==> src/sv/itpsm_pkg.sv <==
// Shared types and constants for the IPv4 text parser and subnet matcher.
// No dependencies.
package itpsm_pkg;

  // string selector carried on the input tuser
  typedef enum logic [1:0] {
    KIND_NETWORK = 2'd0,
    KIND_MASK    = 2'd1,
    KIND_TESTED  = 2'd2,
    KIND_FLUSH   = 2'd3
  } kind_e;

  typedef enum logic [1:0] {
    VERDICT_OUTSIDE = 2'd0,
    VERDICT_INSIDE  = 2'd1,
    VERDICT_ERROR   = 2'd2,
    VERDICT_UNUSED  = 2'd3
  } verdict_e;

  localparam logic [7:0] CharZero = 8'h30;
  localparam logic [7:0] CharNine = 8'h39;
  localparam logic [7:0] CharDot  = 8'h2E;

  localparam logic [2:0] DotsNeeded = 3'd3;
  localparam logic [5:0] PrefixMax  = 6'd32;

  localparam int unsigned OutTdataW = 40;

endpackage

==> src/sv/ipv4_text_parse_subnet_match_core.sv <==
// Top level of the IPv4 dotted-decimal parser and subnet matcher.
// Depends on itpsm_pkg.
//
// Usage:
//   Slave stream carries one character per item: tdata = character, tuser =
//   string kind (0 network, 1 mask, 2 tested, 3 flush), tlast = terminator.
//   Characters only update the parser. A terminator of kind 0, 1 or 2 yields
//   one result on the master stream; kind 3 only clears the parser.
//   Master tdata holds parsed_value in [31:0] and verdict in [33:32]; tuser
//   is verdict_valid, set for the terminator of the tested address.
//   Throughput: one item per cycle while no terminator waits for the
//   result slot. An accepted item is parsed out of the input register, and
//   a terminator's result is written into the result register and offered.
//   When the receiver stalls, the result register holds its item and the
//   input register still takes one more item; characters keep draining
//   while a result waits, and a further terminator waits in the input
//   register until the result slot frees.
//   Reset clears the parser, the saved network and mask and both valid
//   flags; a verdict before a network and mask are given is error.
module ipv4_text_parse_subnet_match_core (
  input  logic        clk_i,
  input  logic        rst_ni,
  input  logic        s_axis_tvalid_i,
  output logic        s_axis_tready_o,
  input  logic [7:0]  s_axis_tdata_i,   // character
  input  logic [1:0]  s_axis_tuser_i,   // string_kind
  input  logic        s_axis_tlast_i,   // is_end
  output logic        m_axis_tvalid_o,
  input  logic        m_axis_tready_i,
  // parsed_value[31:0], verdict[33:32], zero fill
  output logic [itpsm_pkg::OutTdataW-1:0] m_axis_tdata_o,
  output logic        m_axis_tuser_o    // verdict_valid
);

  // input register
  logic       in_vld_q;
  logic [7:0] in_char_q;
  logic [1:0] in_kind_q;
  logic       in_end_q;

  // parser state
  logic [7:0]  octet_q, octet_d;
  logic [23:0] shift_q, shift_d;
  logic        digit_seen_q, digit_seen_d;
  logic [2:0]  dots_q, dots_d;
  logic        dotted_bad_q, dotted_bad_d;
  logic [5:0]  prefix_q, prefix_d;
  logic        prefix_bad_q, prefix_bad_d;
  logic [31:0] net_q, net_d;
  logic [31:0] mask_q, mask_d;

  // result register
  logic        out_vld_q;
  logic [31:0] out_value_q, out_value_d;
  logic        out_vv_q, out_vv_d;
  logic [1:0]  out_verdict_q, out_verdict_d;

  logic        in_fire;
  logic        produces;
  logic        out_free;
  logic        advance;
  logic        is_digit;
  logic        is_dot;
  logic [3:0]  digit;
  logic [8:0]  prefix_sum;
  logic        dotted_ok;
  logic [31:0] dotted_val;
  logic [31:0] mask_val;
  logic [4:0]  mask_shift;
  logic [31:0] result_val;

  assign produces = in_end_q && (in_kind_q != itpsm_pkg::KIND_FLUSH);
  assign out_free = !out_vld_q || m_axis_tready_i;
  assign advance  = in_vld_q && (!produces || out_free);
  assign s_axis_tready_o = !in_vld_q || advance;
  assign in_fire  = s_axis_tvalid_i && s_axis_tready_o;

  assign is_digit = (in_char_q >= itpsm_pkg::CharZero) && (in_char_q <= itpsm_pkg::CharNine);
  assign is_dot   = (in_char_q == itpsm_pkg::CharDot);
  assign digit    = in_char_q[3:0];
  // prefix*10 + digit; prefix never exceeds 32 so nine bits suffice
  assign prefix_sum = {prefix_q, 3'b000} + {2'b00, prefix_q, 1'b0} + {5'b00000, digit};

  assign dotted_ok  = !dotted_bad_q && digit_seen_q && (dots_q == itpsm_pkg::DotsNeeded);
  assign dotted_val = dotted_ok ? {shift_q, octet_q} : 32'd0;
  assign mask_shift = 5'(itpsm_pkg::PrefixMax - prefix_q);

  always_comb begin
    if (dotted_ok) begin
      mask_val = dotted_val;
    end else if (prefix_bad_q || (prefix_q == 6'd0)) begin
      mask_val = 32'd0;
    end else if (prefix_q >= itpsm_pkg::PrefixMax) begin
      mask_val = 32'hFFFF_FFFF;
    end else begin
      mask_val = 32'hFFFF_FFFF << mask_shift;
    end
  end

  assign result_val = (in_kind_q == itpsm_pkg::KIND_MASK) ? mask_val : dotted_val;

  always_comb begin
    octet_d      = octet_q;
    shift_d      = shift_q;
    digit_seen_d = digit_seen_q;
    dots_d       = dots_q;
    dotted_bad_d = dotted_bad_q;
    prefix_d     = prefix_q;
    prefix_bad_d = prefix_bad_q;
    net_d        = net_q;
    mask_d       = mask_q;
    out_value_d   = result_val;
    out_vv_d      = 1'b0;
    out_verdict_d = itpsm_pkg::VERDICT_OUTSIDE;
    if (in_end_q) begin
      // every terminator clears the parser
      octet_d      = '0;
      shift_d      = '0;
      digit_seen_d = 1'b0;
      dots_d       = '0;
      dotted_bad_d = 1'b0;
      prefix_d     = '0;
      prefix_bad_d = 1'b0;
      unique case (in_kind_q)
        itpsm_pkg::KIND_NETWORK: net_d = dotted_val;
        itpsm_pkg::KIND_MASK:    mask_d = mask_val;
        itpsm_pkg::KIND_TESTED: begin
          out_vv_d = 1'b1;
          if ((net_q == 32'd0) || (mask_q == 32'd0) || (dotted_val == 32'd0)) begin
            out_verdict_d = itpsm_pkg::VERDICT_ERROR;
          end else if ((net_q & mask_q) == (dotted_val & mask_q)) begin
            out_verdict_d = itpsm_pkg::VERDICT_INSIDE;
          end else begin
            out_verdict_d = itpsm_pkg::VERDICT_OUTSIDE;
          end
        end
        default: ;
      endcase
    end else if (is_digit) begin
      octet_d      = 8'({octet_q, 3'b000} + {octet_q, 1'b0} + {7'd0, digit});
      digit_seen_d = 1'b1;
      prefix_d     = (prefix_sum > 9'(itpsm_pkg::PrefixMax)) ? itpsm_pkg::PrefixMax
                                                             : prefix_sum[5:0];
    end else if (is_dot) begin
      prefix_bad_d = 1'b1;
      if (!digit_seen_q || (dots_q >= itpsm_pkg::DotsNeeded)) begin
        dotted_bad_d = 1'b1;
      end else begin
        shift_d      = {shift_q[15:0], octet_q};
        octet_d      = '0;
        digit_seen_d = 1'b0;
        dots_d       = dots_q + 3'd1;
      end
    end else begin
      prefix_bad_d = 1'b1;
      dotted_bad_d = 1'b1;
    end
  end

  always_ff @(posedge clk_i or negedge rst_ni) begin
    if (!rst_ni) begin
      in_vld_q <= 1'b0;
    end else if (s_axis_tready_o) begin
      in_vld_q <= s_axis_tvalid_i;
    end
  end

  always_ff @(posedge clk_i) begin
    if (in_fire) begin
      in_char_q <= s_axis_tdata_i;
      in_kind_q <= s_axis_tuser_i;
      in_end_q  <= s_axis_tlast_i;
    end
  end

  always_ff @(posedge clk_i or negedge rst_ni) begin
    if (!rst_ni) begin
      octet_q      <= '0;
      shift_q      <= '0;
      digit_seen_q <= 1'b0;
      dots_q       <= '0;
      dotted_bad_q <= 1'b0;
      prefix_q     <= '0;
      prefix_bad_q <= 1'b0;
      net_q        <= '0;
      mask_q       <= '0;
    end else if (advance) begin
      octet_q      <= octet_d;
      shift_q      <= shift_d;
      digit_seen_q <= digit_seen_d;
      dots_q       <= dots_d;
      dotted_bad_q <= dotted_bad_d;
      prefix_q     <= prefix_d;
      prefix_bad_q <= prefix_bad_d;
      net_q        <= net_d;
      mask_q       <= mask_d;
    end
  end

  always_ff @(posedge clk_i or negedge rst_ni) begin
    if (!rst_ni) begin
      out_vld_q <= 1'b0;
    end else if (out_free) begin
      out_vld_q <= advance && produces;
    end
  end

  always_ff @(posedge clk_i) begin
    if (advance && produces) begin
      out_value_q   <= out_value_d;
      out_vv_q      <= out_vv_d;
      out_verdict_q <= out_verdict_d;
    end
  end

  assign m_axis_tvalid_o = out_vld_q;
  assign m_axis_tdata_o  = {6'd0, out_verdict_q, out_value_q};
  assign m_axis_tuser_o  = out_vv_q;

`ifndef NO_ASSERTIONS
  a_ready_when_empty: assert property (@(posedge clk_i) disable iff (!rst_ni)
    !in_vld_q |-> s_axis_tready_o)
    else $error("input register empty but not ready");

  a_verdict_zero_without_flag: assert property (@(posedge clk_i) disable iff (!rst_ni)
    (out_vld_q && !out_vv_q) |-> (out_verdict_q == itpsm_pkg::VERDICT_OUTSIDE))
    else $error("verdict set on a non-tested result");

  a_inside_needs_value: assert property (@(posedge clk_i) disable iff (!rst_ni)
    (out_vld_q && out_vv_q && (out_verdict_q == itpsm_pkg::VERDICT_INSIDE))
      |-> (out_value_q != 32'd0))
    else $error("inside verdict with zero tested address");

  a_dot_count_bound: assert property (@(posedge clk_i) disable iff (!rst_ni)
    dots_q <= itpsm_pkg::DotsNeeded)
    else $error("dot count beyond three");

  a_prefix_bound: assert property (@(posedge clk_i) disable iff (!rst_ni)
    prefix_q <= itpsm_pkg::PrefixMax)
    else $error("prefix accumulator not saturated");
`endif

endmodule
==> config.mk <==
export PLATFORM = sky130hd
export DESIGN_NAME = ipv4_text_parse_subnet_match_core
export DESIGN_NICKNAME = d
export VERILOG_FILES = /design/src/sv/itpsm_pkg.sv /design/src/sv/ipv4_text_parse_subnet_match_core.sv
export SDC_FILE = /design/constraint.sdc
export NUM_CORES = 1
export LEC_CHECK = 0
export ABC_AREA = 1
export BUFFER_PORTS_ARGS = -buffer_cell sky130_fd_sc_hd__buf_2
export CORE_ASPECT_RATIO = 0.8
export CORE_UTILIZATION = 65
export CTS_CLUSTER_SIZE = 16
export DETAILED_ROUTE_END_ITERATION = 16
export PLACE_DENSITY = 0.9
export SETUP_SLACK_MARGIN = 0.02
export SLEW_MARGIN = 20
export SYNTH_ARGS = -nofsm -noshare
export SYNTH_HDL_FRONTEND = slang
export SYNTH_SLANG_ARGS = --single-unit
==> constraint.sdc <==
create_clock -name clk_i -period 3.7 [get_ports clk_i]
set_input_delay 0.74 -clock clk_i [delete_from_list [all_inputs] [get_ports clk_i]]
set_output_delay 0.74 -clock clk_i [all_outputs]
set_load 0.02 [all_outputs]
# ---- Word level (Yosys, flattened, before mapping)
# Cells that the tools add are included.
dict set report word_totals {
  ff_bits 156
  input_bits 15
  output_inout_bits 43
}
dict set report classes {
  add_sub_neg 6
  magnitude_cmp 5
  eq_ne 10
  n_shift 1
  mux 33
  bitwise_logic 4
  reduce_logical 36
}
# operator count
set op_table {}
lappend op_table {{$mux 32} 5}
lappend op_table {{$logic_not 32->1} 3}
lappend op_table {{$mux 24} 4}
lappend op_table {{$and 32x32->32} 2}
lappend op_table {{$eq 32x32->1} 1}
lappend op_table {{$mux 8} 4}
lappend op_table {{$shl 32x5->32 const A} 1}
lappend op_table {{$mux 6} 3}
lappend op_table {{$mux 1} 12}
lappend op_table {{$mux 3} 4}
lappend op_table {{$reduce_and 3->1} 4}
lappend op_table {{$add 9x4->9} 1}
lappend op_table {{$add 9x7->9} 1}
lappend op_table {{$gt 9x6->1 const B} 1}
lappend op_table {{$add 8x4->8} 1}
lappend op_table {{$add 8x8->8} 1}
lappend op_table {{$eq 8x6->1 const B} 1}
lappend op_table {{$ge 8x6->1 const B} 1}
lappend op_table {{$le 8x6->1 const B} 1}
lappend op_table {{$logic_and 1x1->1} 7}
lappend op_table {{$logic_or 1x1->1} 7}
lappend op_table {{$ge 6x6->1 const B} 1}
lappend op_table {{$logic_not 6->1} 1}
lappend op_table {{$ne 2x2->1 const B} 3}
lappend op_table {{other kinds (17)} 25}

# ---- Logic depth before layout (Yosys ltp)
dict set report logic_depth {
  word_depth 8
  depth_mapped 15
  mapped_depth_nobuf 14
}

# ---- Worst setup path before layout
# Ideal clock, no wire load.
dict set report synth_timing {
  path_type {register to register}
  start {register prefix_q[2]}
  end {register prefix_q[0]}
  t_arrival_ns 2.266
  slack_ns 1.369
  path_stages_with_launch 11
  n_path_buf 0
  synth_period_minus_slack_ns 2.331
  path_cell_list {dfrtp_1 inv_1 fa_1 fa_1 nand2_1 nor2_1 nand3_1 a21o_1 nor2_1 nand3_1 nand2_1}
}
dict set report synth_via {
  elab_chain_len 6
}
# item line_no
set synth_rtl {}
lappend synth_rtl {{start: declaration} ipv4_text_parse_subnet_match_core.sv:47} ;# logic [5:0] prefix_q, prefix_d;
lappend synth_rtl {{start signal: assignment} ipv4_text_parse_subnet_match_core.sv:193} ;# prefix_q <= prefix_d;
lappend synth_rtl {{$add 9x7->9} ipv4_text_parse_subnet_match_core.sv:82} ;# assign prefix_sum = {prefix_q, 3'b000} + {2'b00, prefix_q, 1'b0} + {5'b00000, digit};
lappend synth_rtl {{$add 9x4->9} ipv4_text_parse_subnet_match_core.sv:82}
lappend synth_rtl {{$gt 9x6->1} ipv4_text_parse_subnet_match_core.sv:142} ;# prefix_d = (prefix_sum > 9'(itpsm_pkg::PrefixMax)) ? itpsm_pkg::PrefixMax
lappend synth_rtl {{$mux 6} ipv4_text_parse_subnet_match_core.sv:142}
lappend synth_rtl {{$mux 6} ipv4_text_parse_subnet_match_core.sv:139} ;# end else if (is_digit) begin
lappend synth_rtl {{$mux 6} ipv4_text_parse_subnet_match_core.sv:115} ;# if (in_end_q) begin
# No other way between the ends. The select of a mux whose other input is x is not followed.
# A chain may end at the register's enable or synchronous reset.

# ---- Final worst setup path
dict set report layout_timing {
  start {register dots_q[0]}
  end {register out_verdict_q[0], data pin}
}
dict set report layout_via {
  elab_chain_len 6
  word_cells_on_any_way 9
  cone_classes {eq/ne: 2; mux: 2; bitwise: 1; reduce/logical: 4}
}
# item line_no
set layout_rtl {}
lappend layout_rtl {{start: declaration} ipv4_text_parse_subnet_match_core.sv:45} ;# logic [2:0] dots_q, dots_d;
lappend layout_rtl {{start signal: assignment} ipv4_text_parse_subnet_match_core.sv:191} ;# dots_q <= dots_d;
lappend layout_rtl {{$eq 3x2->1 (*)} ipv4_text_parse_subnet_match_core.sv:84} ;# assign dotted_ok = !dotted_bad_q && digit_seen_q && (dots_q == itpsm_pkg::DotsNeeded);
lappend layout_rtl {{$logic_and 1x1->1 (*)} ipv4_text_parse_subnet_match_core.sv:84}
lappend layout_rtl {{$mux 32 (*)} ipv4_text_parse_subnet_match_core.sv:85} ;# assign dotted_val = dotted_ok ? {shift_q, octet_q} : 32'd0;
lappend layout_rtl {{$and 32x32->32 / $logic_not 32->1 (equally long branches)} {ipv4_text_parse_subnet_match_core.sv:131, ipv4_text_parse_subnet_match_core.sv:129}}
lappend layout_rtl {{$eq 32x32->1 / $logic_or 1x1->1 (equally long branches)} {ipv4_text_parse_subnet_match_core.sv:131, ipv4_text_parse_subnet_match_core.sv:129}}
lappend layout_rtl {{$mux 1 / $reduce_or 3->1 (equally long branches)} n/a}
lappend layout_rtl {{end signal: assignment} ipv4_text_parse_subnet_match_core.sv:212} ;# out_verdict_q <= out_verdict_d;
lappend layout_rtl {{end: declaration} ipv4_text_parse_subnet_match_core.sv:56} ;# logic [1:0] out_verdict_q, out_verdict_d;
# Mark *: on every way between the ends. The rest lies on a longest branch, timed or not.

==> results.sh <==
export IMPL_numCtsBuffers=17
export IMPL_totalWireLength_mm=22.9
export IMPL_worstPathArrival_ps=3220
export IMPL_setup_tns_ps=0
export IMPL_ctsResizeCount=0
export IMPL_start_util_pct=67.6
export IMPL_clk_pin_slew_ps=60
export IMPL_slew_headroom_pct=38.1
export IMPL_drive_gt1_share_pct=10.6
export IMPL_worstMarginPinSlew_ps=924
export IMPL_syn_area_per_cell_um2=8.26
export IMPL_clock_skew_ps=8.93
export IMPL_path_max_fanout=25
export IMPL_fp_dieH_um=103
export IMPL_grt_pass1_vias=6857
export IMPL_post_drt_wl_per_cell_um=18.4
export IMPL_cts_buffer_depth=2
export IMPL_grt_pass1_wl_mm=36.0
export IMPL_hold_class="input port to async pin"
export IMPL_die_width_um=129
export IMPL_status="finished clean"
export IMPL_crit_path_top_delay_cell="nor2_4"
export IMPL_holdWs_ps=365
export IMPL_grt_max_degree=56
export IMPL_post_cts_buffers=0
export IMPL_core_mm2=0.0123
export IMPL_setup_viol=0
export IMPL_cp_cell_sequence="ha_1, ha_1, nand2_1, nor2_4, nand2_1, clkinv_1, nand2_1, nand3_1, nand2_1, nor2_1, nand2_1, nor2_1, nand2_1, nor2_1"
export IMPL_drtIter0Drc=1169
export IMPL_rows=36
export IMPL_ios=58
export IMPL_hold_viol_final=0
export IMPL_drc=0
export IMPL_ant_nets=0
export IMPL_via_count=7450
export IMPL_period_minus_slack_ps=2930
export IMPL_critPathKind="flip-flop to flip-flop"
export IMPL_overflow=0
export IMPL_portBuffers=51
export IMPL_crit_top_cell="nand2_1"
export IMPL_max_cap_violations=0
export IMPL_layout_common_cells="nand2_1, inv_1, dfrtp_1, o21ai_0, nor2_1"
export IMPL_power_density_mw_per_mm2=452
export IMPL_synthCells=1009
export IMPL_ir_drop_uv=393
export IMPL_p_leak_nw=4.76
export IMPL_end_kind="flip-flop"
export IMPL_clock_latency_ps=430
export IMPL_cts_sinks=156
export IMPL_final_common_cell="nand2_1"
export IMPL_cts_tree="built"
export IMPL_hpwl_mm=16.2
export IMPL_layout_setup_ws_ps=773
export IMPL_ys_warn_count=0
export IMPL_area_delta_synth_final_pct=11.3
export IMPL_drt_vias_per_instance=5.99
export IMPL_cts_htree_levels=4
export IMPL_r2r_slack_ps=770
export IMPL_clock_root_buffer="clkbuf_16"
export IMPL_die_area_mm2=0.0133
export IMPL_fin_crit_sh_pct=79.1
export IMPL_fmax_mhz=342
export IMPL_dr_pass1_iters=6
export IMPL_max_stage_delay_ps=490
export IMPL_ctsHoldBuffers=0
export IMPL_ys_types=40
export IMPL_dpl_worst_slack_ps=947
export IMPL_grtUsageTotal_pct=37.0
export IMPL_fin_nets=1104
export IMPL_fillers=872
export IMPL_required_ps=3990
export IMPL_rsz0062_at_grt="false"
export IMPL_slew_violations=0
export IMPL_final_util_pct=75.2
export IMPL_ys_seq_elements=156
export IMPL_worstSetupStartpointType="flip-flop"
export IMPL_place_congestion=1.02
export IMPL_syn_area_mm2=0.00834
export IMPL_yosysSeqAreaShare_pct=49.6
export IMPL_antenna_found_initial=2
-- sequential cells by signal, summed over array words and instances (netlist names), 3 cells and up --
| register | count |
|---|---|
| dots_q | 3 |
| in_char_q | 8 |
| mask_q | 32 |
| net_q | 32 |
| octet_q | 8 |
| out_value_q | 32 |
| prefix_q | 6 |
| shift_q | 24 |
-- metal layers --
layer  global-route usage (%)  vias to the layer above  routed length (µm)
met5                        0                        -                   0
met4                     17.1                        0                 735
met3                     13.2                       79                3010
met2                     55.4                      491               10100
met1                     48.6                     3482                9040
li1                         -                     3398                   -
-- cell type report --
| class | instances | area (µm²) | area share [%] |
|---|---|---|---|
| inverter | 150 | 564 | 6.08 |
| tap | 171 | 214 | 2.30 |
| clock inverter | 7 | 65.1 | 0.701 |
| sequential | 156 | 4130 | 44.5 |
| timing repair buffer | 61 | 345 | 3.72 |
| clock buffer | 25 | 495 | 5.34 |
| multi-input combinational | 672 | 3460 | 37.3 |
| antenna | 1 | 2.50 | 0.0270 |
-- cell families after synthesis --
logic type               share of synthesized area (%)
AO/OA/AOI/OAI                                     12.3
XOR/XNOR                                          1.14
adder cells (fa/ha/maj)                           5.01
buffers and inverters                             9.18
flip-flops                                        49.6
other                                           0.0450
AND/OR/NAND/NOR                                   22.7
-- cell usage after synthesis --
| library cell | number | area, µm² |
|---|---|---|
| nand3_2 | 3 | 30.0 |
| o21ai_0 | 92 | 460 |
| nand2_2 | 3 | 18.8 |
| clkinv_1 | 6 | 22.5 |
| a21o_1 | 2 | 15.0 |
| nand3b_1 | 3 | 22.5 |
| buf_4 | 9 | 67.6 |
| nand4_1 | 31 | 194 |
| nor3_1 | 2 | 10.0 |
| o21a_1 | 8 | 60.1 |
| or2_2 | 1 | 6.26 |
| o211ai_1 | 1 | 7.51 |
| xor2_2 | 1 | 16.3 |
| buf_1 | 2 | 7.51 |
| buf_2 | 14 | 70.1 |
| xnor2_1 | 3 | 26.3 |
| nand3_1 | 65 | 325 |
| o21ai_2 | 3 | 26.3 |
| o31ai_1 | 10 | 75.1 |
| fa_1 | 4 | 80.1 |
| nor2_1 | 77 | 289 |
| o21ai_1 | 24 | 120 |
| edfxtp_1 | 46 | 1380 |
| ha_1 | 27 | 338 |
| nor2_4 | 2 | 22.5 |
| buf_6 | 2 | 22.5 |
| inv_1 | 135 | 507 |
| conb_1 | 1 | 3.75 |
| a22oi_1 | 19 | 143 |
| nand2_1 | 253 | 950 |
| a31oi_1 | 3 | 18.8 |
| nor2_2 | 1 | 6.26 |
| clkinv_2 | 1 | 5.00 |
| xor2_1 | 6 | 52.6 |
| inv_2 | 8 | 30.0 |
| nand2_4 | 1 | 11.3 |
| dfrtp_1 | 110 | 2750 |
| clkbuf_1 | 9 | 33.8 |
| a21oi_1 | 20 | 100 |
| nor3_2 | 1 | 10.0 |
-- power by group --
group          leakage [nW]  switching [W]  total [W]  internal, W
Sequential             1.91      0.0000828    0.00199      0.00191
Clock                 0.273       0.000680    0.00167     0.000992
Combinational          2.57       0.000377   0.000537     0.000160
-- through the flow --
stage	power, W	cell area [µm²]	cells
floorplan	0.00235	8360	1014
detailed placement	0.00253	8720	1210
global route	0.00432	9280	1242
global placement	0.00251	8720	1210
finish	0.00420	9280	1243
CTS	0.00417	9280	1242
-- worst max-delay path: cells and delay by family (launching register included) --
kind          cells  cell delay (ps)
simple gates     11             1620
fa+ha+maj         2              620
flops             1              390
buf+inv           1              140
-- path summary, 6_finish.rpt --
kind | start | to | depth (start not counted)
max | dots_q[0]$_DFFE_PN0P_ | out_verdict_q[0]$_SDFFCE_PP0P_ | 14
min | rst_ni | m_axis_tvalid_o$_DFFE_PN0P_ | 1
max reg2reg | dots_q[0]$_DFFE_PN0P_ | out_verdict_q[0]$_SDFFCE_PP0P_ | 14
min reg2reg | mask_q[6]$_DFFE_PN0P_ | mask_q[6]$_DFFE_PN0P_ | 2
max in group asynchronous | rst_ni | net_q[23]$_DFFE_PN0P_ | 2
min in group clk_i | s_axis_tdata_i[7] | in_char_q[7]$_DFFE_PP_ | 1
No activity file was read; power rests on OpenSTA's default activity.
